**src/design/joint_ramp_then_sine_trajectory_macros.svh**
```systemverilog
// Assertion macros shared by the trajectory generator modules.
`ifndef JOINT_RAMP_THEN_SINE_TRAJECTORY_MACROS_SVH
`define JOINT_RAMP_THEN_SINE_TRAJECTORY_MACROS_SVH

// same-cycle implication
`define JRST_ASSERT_IMP(label, clk, rst_n, ante, cons) \
	label: assert property (@(posedge clk) disable iff (!rst_n) (ante) |-> (cons)) \
		else $error("jrst assertion failed");

// next-cycle implication
`define JRST_ASSERT_NXT(label, clk, rst_n, ante, cons) \
	label: assert property (@(posedge clk) disable iff (!rst_n) (ante) |=> (cons)) \
		else $error("jrst assertion failed");

`endif

```
**src/design/jrst_pkg.sv**
```systemverilog
// Shared types, constants and helper functions of the trajectory generator.
package jrst_pkg;

	localparam int SINE_TABLE_BITS = 10;
	localparam int CFG_IDX_W = 3;

	localparam logic [CFG_IDX_W-1:0] REG_DEFAULT_POS = 3'd0;
	localparam logic [CFG_IDX_W-1:0] REG_SWING_AMP   = 3'd1;
	localparam logic [CFG_IDX_W-1:0] REG_PHASE_STEP  = 3'd2;
	localparam logic [CFG_IDX_W-1:0] REG_VEL_SCALE   = 3'd3;
	localparam logic [CFG_IDX_W-1:0] REG_RAMP_STEP   = 3'd4;
	localparam logic [CFG_IDX_W-1:0] REG_GAIN_P      = 3'd5;
	localparam logic [CFG_IDX_W-1:0] REG_GAIN_D      = 3'd6;

	localparam logic [16:0] WEIGHT_ONE    = 17'd65536;
	localparam logic [15:0] RAMP_STEP_RST = 16'd22;
	localparam logic [30:0] Q30_ONE       = 31'h4000_0000;

	localparam logic [31:0] SIN_C1 = 32'd1686629713;
	localparam logic [31:0] SIN_C3 = 32'd693598668;
	localparam logic [31:0] SIN_C5 = 32'd85569306;
	localparam logic [31:0] SIN_C7 = 32'd5026993;
	localparam logic [31:0] SIN_C9 = 32'd172273;

	typedef enum logic [4:0] {
		OP_NONE,
		OP_ENTER,
		OP_RAMP_MUL,
		OP_RAMP_FIN,
		OP_SIN_SETUP,
		OP_X2_MUL,
		OP_X2_FIN,
		OP_T_MUL,
		OP_T_FIN,
		OP_R_MUL,
		OP_R_FIN,
		OP_AV_MUL,
		OP_AV_FIN,
		OP_POS_MUL,
		OP_POS_FIN,
		OP_VEL_MUL,
		OP_SWING_FIN
	} dp_op_t;

	typedef struct packed {
		dp_op_t     op;
		logic       cos_sel;
		logic [1:0] coef;
	} dp_cmd_t;

	typedef struct packed {
		logic swinging;
	} dp_stat_t;

	// Horner coefficients after C9, in order of use
	function automatic logic [31:0] sin_coef(input logic [1:0] k);
		unique case (k)
			2'd0: return SIN_C7;
			2'd1: return SIN_C5;
			2'd2: return SIN_C3;
			2'd3: return SIN_C1;
		endcase
	endfunction

	function automatic logic signed [15:0] sat16(input logic signed [23:0] v);
		if (v > 24'sd32767)
			return 16'sh7fff;
		else if (v < -24'sd32768)
			return 16'sh8000;
		else
			return v[15:0];
	endfunction

endpackage

```
**src/design/jrst_dp.sv**
```systemverilog
// Datapath: configuration, joint state, shared multiplier and sine evaluation.
`include "joint_ramp_then_sine_trajectory_macros.svh"

module jrst_dp (
	input  logic                           clk,
	input  logic                           arst_n,
	input  jrst_pkg::dp_cmd_t              cmd,
	output jrst_pkg::dp_stat_t             stat,
	input  logic signed [15:0]             measured_pos,
	input  logic                           cfg_valid,
	input  logic [jrst_pkg::CFG_IDX_W-1:0] cfg_index,
	input  logic [31:0]                    cfg_data,
	output logic signed [15:0]             target_pos,
	output logic signed [15:0]             ref_vel,
	output logic [15:0]                    gain_p,
	output logic [15:0]                    gain_d,
	output logic                           in_swing
);

	localparam int TB = jrst_pkg::SINE_TABLE_BITS;
	localparam logic [TB-1:0] QUARTER = TB'(1) << (TB - 2);

	// configuration
	logic signed [15:0] default_pos_q;
	logic [14:0]        swing_amp_q;
	logic [31:0]        phase_step_q;
	logic [15:0]        vel_scale_q;
	logic [15:0]        ramp_step_q;
	logic [15:0]        gain_p_q;
	logic [15:0]        gain_d_q;

	// joint state
	logic signed [15:0] start_q;
	logic [16:0]        weight_q;
	logic [31:0]        phase_q;
	logic               swinging_q;

	// working registers
	logic [63:0]        prod_q;
	logic               neg_q;
	logic [30:0]        x_q;
	logic [30:0]        x2_q;
	logic [31:0]        t_q;
	logic [1:0]         quad_q;
	logic signed [15:0] sin_q;
	logic signed [15:0] cos_q;
	logic [30:0]        av_q;
	logic signed [15:0] pos_q;

	logic signed [16:0] diff;
	logic               diff_neg;
	logic [16:0]        diff_mag;
	logic [14:0]        sin_mag;
	logic [14:0]        cos_mag;
	logic [31:0]        mul_a;
	logic [31:0]        mul_b;
	logic               mul_neg;
	logic [TB-1:0]      idx;
	logic [31:0]        q;
	logic [30:0]        x_raw;
	logic [32:0]        r_full;
	logic [33:0]        r_sum;
	logic [18:0]        r_q15;
	logic [14:0]        r_mag;
	logic signed [15:0] r_signed;
	logic signed [63:0] sprod;
	logic signed [63:0] sh15;
	logic signed [63:0] sh16;
	logic signed [63:0] sh27;
	logic [15:0]        step_eff;
	logic [17:0]        weight_nx;

	assign stat.swinging = swinging_q;

	assign diff     = {default_pos_q[15], default_pos_q} - {start_q[15], start_q};
	assign diff_neg = diff[16];
	assign diff_mag = diff_neg ? 17'(-diff) : 17'(diff);
	assign sin_mag  = sin_q[15] ? 15'(-sin_q) : sin_q[14:0];
	assign cos_mag  = cos_q[15] ? 15'(-cos_q) : cos_q[14:0];

	// operand select for the shared 32x32 multiplier
	always_comb begin
		mul_a   = '0;
		mul_b   = '0;
		mul_neg = 1'b0;
		unique case (cmd.op)
			jrst_pkg::OP_RAMP_MUL: begin
				mul_a   = {16'b0, diff_mag[15:0]};
				mul_b   = {15'b0, weight_q};
				mul_neg = diff_neg;
			end
			jrst_pkg::OP_X2_MUL: begin
				mul_a = {1'b0, x_q};
				mul_b = {1'b0, x_q};
			end
			jrst_pkg::OP_T_MUL: begin
				mul_a = t_q;
				mul_b = {1'b0, x2_q};
			end
			jrst_pkg::OP_R_MUL: begin
				mul_a = {1'b0, x_q};
				mul_b = t_q;
			end
			jrst_pkg::OP_AV_MUL: begin
				mul_a = {17'b0, swing_amp_q};
				mul_b = {16'b0, vel_scale_q};
			end
			jrst_pkg::OP_POS_MUL: begin
				mul_a   = {17'b0, swing_amp_q};
				mul_b   = {17'b0, sin_mag};
				mul_neg = sin_q[15];
			end
			jrst_pkg::OP_VEL_MUL: begin
				mul_a   = {1'b0, av_q};
				mul_b   = {17'b0, cos_mag};
				mul_neg = cos_q[15];
			end
			default: ;
		endcase
	end

	// angle folding into the first quadrant
	assign idx   = phase_q[31 -: TB] + (cmd.cos_sel ? QUARTER : '0);
	assign q     = {idx, {(32 - TB){1'b0}}};
	assign x_raw = {1'b0, q[29:0]};

	// polynomial result to Q1.15, round half up, clamp, apply sign
	assign r_full   = prod_q[62:30];
	assign r_sum    = {1'b0, r_full} + 34'd16384;
	assign r_q15    = r_sum[33:15];
	assign r_mag    = (r_q15 > 19'd32767) ? 15'h7fff : r_q15[14:0];
	assign r_signed = quad_q[1] ? 16'(-{1'b0, r_mag}) : {1'b0, r_mag};

	// floor shifts of a signed product
	assign sprod = neg_q ? -$signed(prod_q) : $signed(prod_q);
	assign sh15  = sprod >>> 15;
	assign sh16  = sprod >>> 16;
	assign sh27  = sprod >>> 27;

	assign step_eff  = (ramp_step_q == '0) ? 16'd1 : ramp_step_q;
	assign weight_nx = {1'b0, weight_q} + {2'b0, step_eff};

	always_ff @(posedge clk or negedge arst_n) begin
		if (!arst_n) begin
			default_pos_q <= '0;
			swing_amp_q   <= '0;
			phase_step_q  <= '0;
			vel_scale_q   <= '0;
			ramp_step_q   <= jrst_pkg::RAMP_STEP_RST;
			gain_p_q      <= '0;
			gain_d_q      <= '0;
		end else if (cfg_valid) begin
			unique case (cfg_index)
				jrst_pkg::REG_DEFAULT_POS: default_pos_q <= cfg_data[15:0];
				jrst_pkg::REG_SWING_AMP:   swing_amp_q   <= cfg_data[14:0];
				jrst_pkg::REG_PHASE_STEP:  phase_step_q  <= cfg_data;
				jrst_pkg::REG_VEL_SCALE:   vel_scale_q   <= cfg_data[15:0];
				jrst_pkg::REG_RAMP_STEP:   ramp_step_q   <= cfg_data[15:0];
				jrst_pkg::REG_GAIN_P:      gain_p_q      <= cfg_data[15:0];
				jrst_pkg::REG_GAIN_D:      gain_d_q      <= cfg_data[15:0];
				default: ;
			endcase
		end
	end

	always_ff @(posedge clk or negedge arst_n) begin
		if (!arst_n) begin
			start_q    <= '0;
			weight_q   <= '0;
			phase_q    <= '0;
			swinging_q <= 1'b0;
		end else begin
			unique case (cmd.op)
				jrst_pkg::OP_ENTER: begin
					start_q    <= measured_pos;
					weight_q   <= '0;
					phase_q    <= '0;
					swinging_q <= 1'b0;
				end
				jrst_pkg::OP_RAMP_FIN: begin
					if (weight_nx >= {1'b0, jrst_pkg::WEIGHT_ONE}) begin
						weight_q   <= jrst_pkg::WEIGHT_ONE;
						swinging_q <= 1'b1;
					end else begin
						weight_q <= weight_nx[16:0];
					end
				end
				jrst_pkg::OP_SWING_FIN: phase_q <= phase_q + phase_step_q;
				default: ;
			endcase
		end
	end

	always_ff @(posedge clk) begin
		unique case (cmd.op)
			jrst_pkg::OP_RAMP_MUL, jrst_pkg::OP_X2_MUL, jrst_pkg::OP_T_MUL,
			jrst_pkg::OP_R_MUL, jrst_pkg::OP_AV_MUL, jrst_pkg::OP_POS_MUL,
			jrst_pkg::OP_VEL_MUL: begin
				prod_q <= mul_a * mul_b;
				neg_q  <= mul_neg;
			end
			jrst_pkg::OP_SIN_SETUP: begin
				quad_q <= q[31:30];
				x_q    <= q[30] ? (jrst_pkg::Q30_ONE - x_raw) : x_raw;
			end
			jrst_pkg::OP_X2_FIN: begin
				x2_q <= prod_q[60:30];
				t_q  <= jrst_pkg::SIN_C9;
			end
			jrst_pkg::OP_T_FIN: t_q <= jrst_pkg::sin_coef(cmd.coef) - prod_q[61:30];
			jrst_pkg::OP_R_FIN: begin
				if (cmd.cos_sel)
					cos_q <= r_signed;
				else
					sin_q <= r_signed;
			end
			jrst_pkg::OP_AV_FIN: av_q <= prod_q[30:0];
			jrst_pkg::OP_POS_FIN:
				pos_q <= jrst_pkg::sat16({{8{default_pos_q[15]}}, default_pos_q} + sh15[23:0]);
			jrst_pkg::OP_RAMP_FIN: begin
				target_pos <= jrst_pkg::sat16({{8{start_q[15]}}, start_q} + sh16[23:0]);
				ref_vel    <= '0;
				gain_p     <= gain_p_q;
				gain_d     <= gain_d_q;
				in_swing   <= 1'b0;
			end
			jrst_pkg::OP_SWING_FIN: begin
				target_pos <= pos_q;
				ref_vel    <= jrst_pkg::sat16(sh27[23:0]);
				gain_p     <= gain_p_q;
				gain_d     <= gain_d_q;
				in_swing   <= 1'b1;
			end
			default: ;
		endcase
	end

	`JRST_ASSERT_IMP(a_swing_weight_full, clk, arst_n, swinging_q,
		weight_q == jrst_pkg::WEIGHT_ONE)
	`JRST_ASSERT_IMP(a_ramp_weight_below, clk, arst_n, !swinging_q,
		weight_q < jrst_pkg::WEIGHT_ONE)
	`JRST_ASSERT_NXT(a_phase_advance, clk, arst_n, cmd.op == jrst_pkg::OP_SWING_FIN,
		phase_q == $past(phase_q) + $past(phase_step_q))

endmodule

```
**src/design/jrst_ctrl.sv**
```systemverilog
// Controller: sequences the datapath through ramp and swing ticks.
`include "joint_ramp_then_sine_trajectory_macros.svh"

module jrst_ctrl (
	input  logic               clk,
	input  logic               arst_n,
	input  logic               in_valid,
	output logic               in_ready,
	input  logic               mode,
	output logic               out_valid,
	input  logic               out_ready,
	input  jrst_pkg::dp_stat_t stat,
	output jrst_pkg::dp_cmd_t  cmd
);

	typedef enum logic [14:0] {
		S_IDLE     = 15'h0001,
		S_RAMP_MUL = 15'h0002,
		S_SETUP    = 15'h0004,
		S_X2_MUL   = 15'h0008,
		S_X2_FIN   = 15'h0010,
		S_T_MUL    = 15'h0020,
		S_T_FIN    = 15'h0040,
		S_R_MUL    = 15'h0080,
		S_R_FIN    = 15'h0100,
		S_AV_MUL   = 15'h0200,
		S_AV_FIN   = 15'h0400,
		S_POS_MUL  = 15'h0800,
		S_POS_FIN  = 15'h1000,
		S_VEL_MUL  = 15'h2000,
		S_FIN      = 15'h4000
	} ctrl_state_t;

	ctrl_state_t        state_q;
	ctrl_state_t        state_nx;
	jrst_pkg::dp_op_t   op_nx;
	logic               out_valid_q;
	logic               swing_item_q;
	logic               cos_sel_q;
	logic [1:0]         k_q;
	logic               accept;
	logic               slot_free;
	logic               fin_fire;

	assign in_ready  = (state_q == S_IDLE);
	assign accept    = in_valid && in_ready;
	assign slot_free = !out_valid_q || out_ready;
	assign fin_fire  = (state_q == S_FIN) && slot_free;
	assign out_valid = out_valid_q;

	assign cmd.op      = op_nx;
	assign cmd.cos_sel = cos_sel_q;
	assign cmd.coef    = k_q;

	always_comb begin
		state_nx = state_q;
		op_nx    = jrst_pkg::OP_NONE;
		unique case (state_q)
			S_IDLE: begin
				if (accept) begin
					if (!mode)
						op_nx = jrst_pkg::OP_ENTER;
					else if (stat.swinging)
						state_nx = S_SETUP;
					else
						state_nx = S_RAMP_MUL;
				end
			end
			S_RAMP_MUL: begin
				op_nx    = jrst_pkg::OP_RAMP_MUL;
				state_nx = S_FIN;
			end
			S_SETUP: begin
				op_nx    = jrst_pkg::OP_SIN_SETUP;
				state_nx = S_X2_MUL;
			end
			S_X2_MUL: begin
				op_nx    = jrst_pkg::OP_X2_MUL;
				state_nx = S_X2_FIN;
			end
			S_X2_FIN: begin
				op_nx    = jrst_pkg::OP_X2_FIN;
				state_nx = S_T_MUL;
			end
			S_T_MUL: begin
				op_nx    = jrst_pkg::OP_T_MUL;
				state_nx = S_T_FIN;
			end
			S_T_FIN: begin
				op_nx    = jrst_pkg::OP_T_FIN;
				state_nx = (k_q == 2'd3) ? S_R_MUL : S_T_MUL;
			end
			S_R_MUL: begin
				op_nx    = jrst_pkg::OP_R_MUL;
				state_nx = S_R_FIN;
			end
			S_R_FIN: begin
				op_nx    = jrst_pkg::OP_R_FIN;
				state_nx = cos_sel_q ? S_AV_MUL : S_SETUP;
			end
			S_AV_MUL: begin
				op_nx    = jrst_pkg::OP_AV_MUL;
				state_nx = S_AV_FIN;
			end
			S_AV_FIN: begin
				op_nx    = jrst_pkg::OP_AV_FIN;
				state_nx = S_POS_MUL;
			end
			S_POS_MUL: begin
				op_nx    = jrst_pkg::OP_POS_MUL;
				state_nx = S_POS_FIN;
			end
			S_POS_FIN: begin
				op_nx    = jrst_pkg::OP_POS_FIN;
				state_nx = S_VEL_MUL;
			end
			S_VEL_MUL: begin
				op_nx    = jrst_pkg::OP_VEL_MUL;
				state_nx = S_FIN;
			end
			S_FIN: begin
				// hold here while the previous result is still unclaimed
				if (slot_free) begin
					op_nx    = swing_item_q ? jrst_pkg::OP_SWING_FIN : jrst_pkg::OP_RAMP_FIN;
					state_nx = S_IDLE;
				end
			end
			default: state_nx = S_IDLE;
		endcase
	end

	always_ff @(posedge clk or negedge arst_n) begin
		if (!arst_n) begin
			state_q      <= S_IDLE;
			out_valid_q  <= 1'b0;
			swing_item_q <= 1'b0;
			cos_sel_q    <= 1'b0;
			k_q          <= '0;
		end else begin
			state_q <= state_nx;
			if (fin_fire)
				out_valid_q <= 1'b1;
			else if (out_ready)
				out_valid_q <= 1'b0;
			if (accept) begin
				swing_item_q <= stat.swinging;
				cos_sel_q    <= 1'b0;
			end
			if (state_q == S_R_FIN)
				cos_sel_q <= 1'b1;
			if (state_q == S_X2_FIN)
				k_q <= '0;
			else if (state_q == S_T_FIN && k_q != 2'd3)
				k_q <= k_q + 2'd1;
		end
	end

	`JRST_ASSERT_NXT(a_tick_busy, clk, arst_n, accept && mode, !in_ready)
	`JRST_ASSERT_IMP(a_coef_done, clk, arst_n, state_q == S_R_MUL, k_q == 2'd3)
	`JRST_ASSERT_IMP(a_sine_swing_only, clk, arst_n, state_q == S_X2_MUL, swing_item_q)

endmodule

```
**src/design/joint_ramp_then_sine_trajectory.sv**
```systemverilog
// Top level of the single-joint ramp-then-sine reference generator.
//
// Input channel (in_valid/in_ready) takes one request per item: mode 0 captures
// measured_pos as the ramp start and restarts the sequence (no result), mode 1
// is a control tick that yields one result on the output channel
// (out_valid/out_ready): target_pos, ref_vel, gain_p, gain_d, in_swing.
// Configuration writes use cfg_valid/cfg_ready with cfg_index and cfg_data;
// cfg_ready is always high and indexes above six are dropped. Write only
// while the block is idle.
// An enter request is executed on acceptance and the block stays idle. A ramp
// tick passes through a multiply step and the final step before its result is
// loaded; a swing tick evaluates sine, cosine, position and velocity, all through
// one shared 32x32 multiplier with a multiply step and a finish step per product
// (32 sequencer steps). The next request is taken in the cycle after the result
// is loaded, so a new tick is not accepted until the previous one is through.
// The result sits in an output register; while out_ready is low it holds, and
// a finished follow-on tick waits in its last step until the register frees.
// Reset clears the joint state and loads the register defaults (ramp step 22).
module joint_ramp_then_sine_trajectory (
	input  logic                           clk,
	input  logic                           arst_n,
	input  logic                           in_valid,
	output logic                           in_ready,
	input  logic                           mode,
	input  logic signed [15:0]             measured_pos,
	output logic                           out_valid,
	input  logic                           out_ready,
	output logic signed [15:0]             target_pos,
	output logic signed [15:0]             ref_vel,
	output logic [15:0]                    gain_p,
	output logic [15:0]                    gain_d,
	output logic                           in_swing,
	input  logic                           cfg_valid,
	output logic                           cfg_ready,
	input  logic [jrst_pkg::CFG_IDX_W-1:0] cfg_index,
	input  logic [31:0]                    cfg_data
);

	jrst_pkg::dp_cmd_t  cmd;
	jrst_pkg::dp_stat_t stat;

	assign cfg_ready = 1'b1;

	jrst_ctrl u_ctrl (
		.clk       (clk),
		.arst_n    (arst_n),
		.in_valid  (in_valid),
		.in_ready  (in_ready),
		.mode      (mode),
		.out_valid (out_valid),
		.out_ready (out_ready),
		.stat      (stat),
		.cmd       (cmd)
	);

	jrst_dp u_dp (
		.clk          (clk),
		.arst_n       (arst_n),
		.cmd          (cmd),
		.stat         (stat),
		.measured_pos (measured_pos),
		.cfg_valid    (cfg_valid),
		.cfg_index    (cfg_index),
		.cfg_data     (cfg_data),
		.target_pos   (target_pos),
		.ref_vel      (ref_vel),
		.gain_p       (gain_p),
		.gain_d       (gain_d),
		.in_swing     (in_swing)
	);

endmodule
```
**config.mk**
```make
export PLATFORM = sky130hd
export DESIGN_NAME = joint_ramp_then_sine_trajectory
export DESIGN_NICKNAME = d
export VERILOG_FILES = /design/src/design/jrst_pkg.sv /design/src/design/jrst_dp.sv /design/src/design/jrst_ctrl.sv /design/src/design/joint_ramp_then_sine_trajectory.sv
export VERILOG_INCLUDE_DIRS = /design/src /design/src/design
export SDC_FILE = /design/constraint.sdc
export NUM_CORES = 2
export LEC_CHECK = 0
export BUFFER_PORTS_ARGS = -buffer_cell sky130_fd_sc_hd__buf_2
export CAP_MARGIN = 40
export CELL_PAD_IN_SITES_DETAIL_PLACEMENT = 1
export CELL_PAD_IN_SITES_GLOBAL_PLACEMENT = 1
export CORE_ASPECT_RATIO = 1.2
export CORE_MARGIN = 4
export CORE_UTILIZATION = 45
export CTS_CLUSTER_SIZE = 12
export DETAILED_ROUTE_END_ITERATION = 6
export HOLD_SLACK_MARGIN = 0.12
export PLACE_DENSITY_LB_ADDON = 0.2
export SLEW_MARGIN = 30
export SYNTH_ARGS = -nofsm -noshare
export SYNTH_HDL_FRONTEND = slang
export SYNTH_SLANG_ARGS = --single-unit
```
**constraint.sdc**
```tcl
create_clock -name clk -period 30.5 [get_ports clk]
set_clock_uncertainty 0.15 [all_clocks]
set_input_delay 3.05 -clock clk [delete_from_list [all_inputs] [get_ports clk]]
set_output_delay 3.05 -clock clk [all_outputs]
set_load 0.1 [all_outputs]
```
## After elaboration in Yosys (flattened, before gate mapping)

Index checks and enable logic that the tools add are counted.

| storage, ports and cells | value |
|---|---|
| register bits | 517 |
| input port bits | 57 |
| logic and storage cells | 179 |

| operators by class | value |
|---|---|
| $add $sub $neg | 15 |
| multipliers | 1 |
| $lt $le $gt $ge | 8 |
| equality and inequality tests | 45 |
| muxes and demuxes | 46 |
| bitwise gates (word level) | 1 |
| reductions and logical operators | 31 |

Operators by type and width:

| kind | count |
|---|---|
| 32-bit case mux with 7 select lines | 1 |
| 15-bit case mux with 14 select lines | 1 |
| 32-bit case mux with 5 select lines | 1 |
| 16-bit two-way mux | 8 |
| 32-bit case mux with 2 select lines | 2 |
| 32-bit case mux with 4 select lines | 1 |
| 15-bit two-way mux | 6 |
| 5-bit case mux with 15 select lines | 1 |
| 24-bit by 16-bit greater-than comparator with 1-bit output, second input constant | 3 |
| 24-bit by 16-bit less-than comparator with 1-bit output, second input constant | 3 |
| 16-bit case mux with 2 select lines | 2 |
| 32-bit by 32-bit multiplier with 63-bit output | 1 |
| 51-bit two-way mux | 1 |
| 51-bit negator | 1 |
| 24-bit adder | 2 |
| 5-bit by 4-bit equality test with 1-bit output, second input constant | 8 |
| 33-bit by 15-bit adder with 34-bit output, second input constant | 1 |
| 17-bit case mux with 2 select lines | 1 |
| 32-bit adder | 1 |
| 32-bit two-way mux | 1 |
| 32-bit subtractor | 1 |
| 31-bit by 30-bit subtractor with 31-bit output, first input constant | 1 |
| 30-bit two-way mux | 1 |
| 15-bit negator | 2 |
| 56 further kinds | 96 |

## Longest topological paths before layout

| logic depth | value |
|---|---|
| depth after elaboration | 8 |
| mapped depth | 46 |
| gate-level depth less buffers | 43 |

## Modules after synthesis

From an unflattened synthesis, not the netlist that was laid out.

| second synthesis, totals | value |
|---|---|
| cell total of the unflattened synthesis | 6,224 |
| area total of the unflattened synthesis | 59,459.5 µm² |

By module, submodules not included:

| module | instances | cells an instance | area each (µm²) |
|---|---|---|---|
| jrst_dp | 1 | 6,099 | 58,200.8 |
| jrst_ctrl | 1 | 123 | 1,247.4 |
| joint_ramp_then_sine_trajectory | 1 | 2 | 11.3 |

## Worst setup path after synthesis

Ideal clock, no wire load.

| path | value |
|---|---|
| kind | reg-to-reg |
| start | register u_dp.default_pos_q[0] |
| end | register u_dp.prod_q[62], data pin |
| data arrival time | 10,345 ps |
| required time | 30,085 ps |
| path slack | 19,740 ps |
| stages on the path, launching flop included | 42 |
| clock period less this slack | 10,760 ps |
| cell sequence | dfrtp_1 -> inv_1 -> ha_1 -> inv_1 -> fa_1 -> a21o_1 -> a21o_1 -> a21o_1 -> a311oi_1 -> nand3b_1 -> nor3_1 -> nand3_1 -> o31ai_1 -> xor2_1 -> o21a_1 -> clkbuf_1 -> buf_1 -> nor2_1 -> [6 not listed] -> fa_1 -> fa_1 -> fa_1 -> inv_1 -> fa_1 -> inv_1 -> ha_1 -> and3_1 -> o2111a_1 -> and3_1 -> a221o_1 -> o21ai_1 -> a31oi_1 -> a31o_2 -> a21o_1 -> a21o_1 -> a311oi_1 -> xnor2_1 |

| on the way | value |
|---|---|
| cells in the longest elaborated chain, start to end | 5 |

Ends and longest elaborated chain:

| item | line | RTL |
|---|---|---|
| start: declaration | jrst_dp.sv:24 | `logic signed [15:0] default_pos_q;` |
| start signal: assignment | jrst_dp.sv:154 | `jrst_pkg::REG_DEFAULT_POS: default_pos_q <= cfg_data[15:0];` |
| 16-bit by 16-bit subtractor with 17-bit output * | jrst_dp.sv:75 | `assign diff = {default_pos_q[15], default_pos_q} - {start_q[15], start_q};` |
| 16-bit negator | jrst_dp.sv:77 | `assign diff_mag = diff_neg ? 17'(-diff) : 17'(diff);` |
| 16-bit two-way mux * | jrst_dp.sv:77 |  |
| 32-bit case mux with 5 select lines * | jrst_dp.sv:86 | `unique case (cmd.op)` |
| 32-bit by 32-bit multiplier with 63-bit output * | jrst_dp.sv:199 | `prod_q <= mul_a * mul_b;` |
| end signal: assignment | jrst_dp.sv:199 |  |
| end: declaration | jrst_dp.sv:39 | `logic [63:0] prod_q;` |

Mark *: on every way between the ends. The rest lies on a longest branch, timed or not.
A chain may end at the register's enable or synchronous reset.

## Final worst setup path

Same ends and word-level chain as after synthesis.

==> impl_metrics.csv <==
group,metric,value,unit
cts,holdBufCountCts,0,
setup_path,critPathKind,"register to register",
setup_path,crit_path_top_delay_cell,"o21a_2",
outcome,status,"complete, but fails checks",
cts,numCtsBuffers,51,
setup_path,r2r-start,"u_dp.default_pos_q[0]",
layout,regArea,13770,um2
layout,layout.nets,7713,
synth,synth_enable_flop_cells,281,
die,rows,146,
place,dp_hpwl,169300,um
cts,clkSlewWorstSetupHoldPaths,70,ps
power_and_ir_drop,cellPowerDensity,38.11,nW/um2
drt,drt_wl_total,210700,um
die,io_pins,125,
power_and_ir_drop,power_leakage,29.69,nW
setup_path,cp_max_fo,20,
timing,worst_slew_pin_slew,880.3,ps
grt,grtUsageTotal,30.51,%
synth,synthArstFlopShare,43.12,%
drt,dr.pass1.iters,7,
timing,hold_viol,0,
drt,vias,46590,
cts,cts_resized,0,
cts,cts_buffer_depth,3,
power_and_ir_drop,irDropWorstVdd,56.23,uV
setup_path,cpPeakStageDelay,590,ps
layout,final_cell_mix,"inv_1, fa_1, nand2_1",
grt,overflow,0,
timing,finalCritPeriodShare,41.70,%
grt,grt_pass1_wl,321100,um
setup_path,r2r_cells,41,
setup_path,start_kind,"register",
layout,layout_commonest_cell,"inv_1",
setup_path,r2r_setup_slack,17780,ps
die,die_h,407.8,um
layout,n_antenna_cell,0,
layout,drive_above_1_share,9.010,%
die,initial_core_util,45.38,%
setup_path,endpoint,"u_dp.prod_q[62]",
cts,clk_latency,640,ps
cts,cts_sinks,494,
synth,ys.flop_type,"edfxtp_1",
place,place_congestion,0.9275,
setup_path,critical_path.startpoint,"u_dp.default_pos_q[0]",
synth,ys_seq_area_share,22.98,%
drt,drcViolationCount,14,
synth,yosysWarnings,0,
die,die_x,341.2,um
synth,syn_avg_cell_area,9.516,um2
setup_path,crit_top_cell,"fa_1",
timing,relSlewSlack,41.31,%
timing,finalSetupViolCount,0,
setup_path,critical_path_required,30720,ps
grt,grt_max_degree,101,
drt,routedWlPerCell,25.79,um
drt,drtAntennaViolNets,0,
synth,synth-seq-cells,494,
setup_path,arrival,12940,ps
cts,cts_tree,"done",
timing,fin_setup_tns,0,ps
grt,antenna_found_initial,3,
layout,n_fill_cell,14850,
timing,drv_slew,0,
timing,fmax,78.63,MHz
layout,multiInputGateArea,41180,um2
timing,hold-worst-slack,295.3,ps
cts,postCtsSetupRepairBufs,0,
layout,area_growth_syn_to_layout,8.210,%
setup_path,endpoint_kind,"register",
synth,yosysUniqueCellTypes,94,
die,core,132100,um2
drt,drtIter0Drc,3203,
run,cap_violations,0,
timing,period_minus_slack,12720,ps
grt,grt_pass1_vias,51800,
die,dieArea,139100,um2
min_path,hold_class,"register to register",
cts,cts_root_buf,"clkbuf_16",
layout,utilization,49.11,%
synth,syn_inst,6299,
outcome,violations,"design-rule violations",
place,port_buffers,123,
cts,htree_levels,2,
synth,syn_area,59940,um2
drt,detail_route.vias_per_cell,5.703,
timing,rsz0062_at_grt,"no",
setup_path,reg2reg_to,"u_dp.prod_q[62]",
## stage by stage
stage          std cells  setup slack [ps]  total power, mW  instance area [um2]
2_1_floorplan       6320             19740            1.499                60020
3_3_place_gp        8052             17820            1.789                62850
3_5_place_dp        8070             17980            1.825                63140
4_1_cts             8166             17930            2.475                64800
5_1_grt             8169             17300            2.594                64860
6_report            8169             17780            2.471                64860
## flip-flops by register name, summed over array words and instances, names as in the netlist, 9 cells and up
| register | count |
|---|---|
| u_ctrl.state_q | 15 |
| u_dp.av_q | 31 |
| u_dp.cos_q | 16 |
| u_dp.default_pos_q | 16 |
| u_dp.gain_d | 16 |
| u_dp.gain_d_q | 16 |
| u_dp.gain_p | 16 |
| u_dp.gain_p_q | 16 |
| u_dp.phase_q | 32 |
| u_dp.phase_step_q | 32 |
| u_dp.pos_q | 16 |
| u_dp.prod_q | 63 |
| u_dp.ramp_step_q | 16 |
| u_dp.ref_vel | 16 |
| u_dp.sin_q | 16 |
| u_dp.start_q | 16 |
| u_dp.swing_amp_q | 15 |
| u_dp.t_q | 32 |
| u_dp.target_pos | 16 |
| u_dp.vel_scale_q | 16 |
| u_dp.weight_q | 17 |
| u_dp.x2_q | 31 |
| u_dp.x_q | 9 |
## cell type report
type	count	share of cell area [%]
Timing Repair Buffer	267	2.865
Inverter	1109	6.418
Clock inverter	14	0.2952
Multi-Input combinational cell	4427	63.49
Sequential cell	494	21.24
Tap cell	1776	3.426
Clock buffer	82	2.274
## cells in the mapped netlist (11+ instances only)
| cell type | count | area share, % |
|---|---|---|
| nor2_1 | 616 | 3.9 |
| o21a_1 | 50 | 0.63 |
| nor4_1 | 25 | 0.26 |
| a21oi_1 | 171 | 1.4 |
| a211o_1 | 11 | 0.16 |
| o31ai_1 | 29 | 0.36 |
| a21o_1 | 88 | 1.1 |
| a211oi_1 | 28 | 0.35 |
| a222oi_1 | 12 | 0.20 |
| nand3_1 | 81 | 0.68 |
| nand2_1 | 744 | 4.7 |
| dfrtp_1 | 209 | 8.7 |
| buf_1 | 18 | 0.11 |
| a21boi_0 | 11 | 0.14 |
| nand2b_1 | 52 | 0.54 |
| nand4_1 | 19 | 0.20 |
| buf_2 | 39 | 0.33 |
| o21ai_0 | 219 | 1.8 |
| nor3_1 | 45 | 0.38 |
| inv_1 | 1108 | 6.9 |
| or3_1 | 34 | 0.35 |
| ha_1 | 405 | 8.5 |
| o21bai_1 | 18 | 0.23 |
| fa_1 | 901 | 30 |
| a31oi_1 | 20 | 0.21 |
| and3_1 | 21 | 0.22 |
| a22oi_1 | 43 | 0.54 |
| edfxtp_1 | 281 | 14 |
| or2_2 | 31 | 0.32 |
| and2_1 | 34 | 0.35 |
| a221oi_1 | 16 | 0.23 |
| nor2b_1 | 32 | 0.33 |
| mux2_2 | 127 | 2.4 |
| nor3b_1 | 12 | 0.15 |
| xor2_1 | 95 | 1.4 |
| xnor2_1 | 183 | 2.7 |
| a221o_1 | 11 | 0.18 |
| a22o_1 | 44 | 0.64 |
| clkbuf_1 | 229 | 1.4 |
## cell families (layout without fill, tap and decap cells)
family,after synthesis,count (layout),share of synthesized area (%)
and+or+nand+nor,1809,1809,13.26
muxes,133,133,2.486
xor gates and xnor gates,278,278,4.062
AOI/OAI and AO/OA,878,878,9.780
buffers and inverters,1399,1472,8.874
adders and majority gates,1306,1306,38.55
other,2,23,0.01253
DFF,494,494,22.98
## worst min-delay path by stage
stage | depth (start not counted) | start | slack, ps | to
final | 0 | u_dp.gain_p_q[4] | 300 | u_dp.gain_p[4]
after global routing | 0 | u_dp.gain_d_q[12] | 300 | u_dp.gain_d[12]
after CTS | 0 | u_dp.gain_d_q[12] | 300 | u_dp.gain_d[12]
after detailed placement | 0 | u_dp.gain_d_q[12] | 280 | u_dp.gain_d[12]
after global placement | 0 | u_dp.gain_d_q[12] | 280 | u_dp.gain_d[12]
after floorplan | 0 | u_dp.gain_d_q[0] | 270 | u_dp.gain_d[0]
## routing by layer
metal / up-vias / GRT usage (%) / wire length (um)
met3: 444 / 3.836 / 12240
met1: 24470 / 37.32 / 81400
met4: 2 / 13.06 / 10920
li1: 20210 / - / -
met5: - / 0 / 11
met2: 1462 / 54.13 / 106100
## worst max-delay path: cells and delay by family (launching register included)
kind,cells,cell delay (ps)
AND/OR/NAND/NOR,6,1380
flip-flops,1,380
buffers and inverters,8,480
adder cells (fa/ha/maj),11,5140
XOR/XNOR,2,350
AO/OA/AOI/OAI,14,4520
## where the power goes
| group | internal (mW) | switching (mW) |
|---|---|---|
| Combinational | 0.343 | 0.627 |
| Sequential | 0.791 | 0.0696 |
| Clock | 0.359 | 0.282 |
No activity file was read; power rests on OpenSTA's default activity.
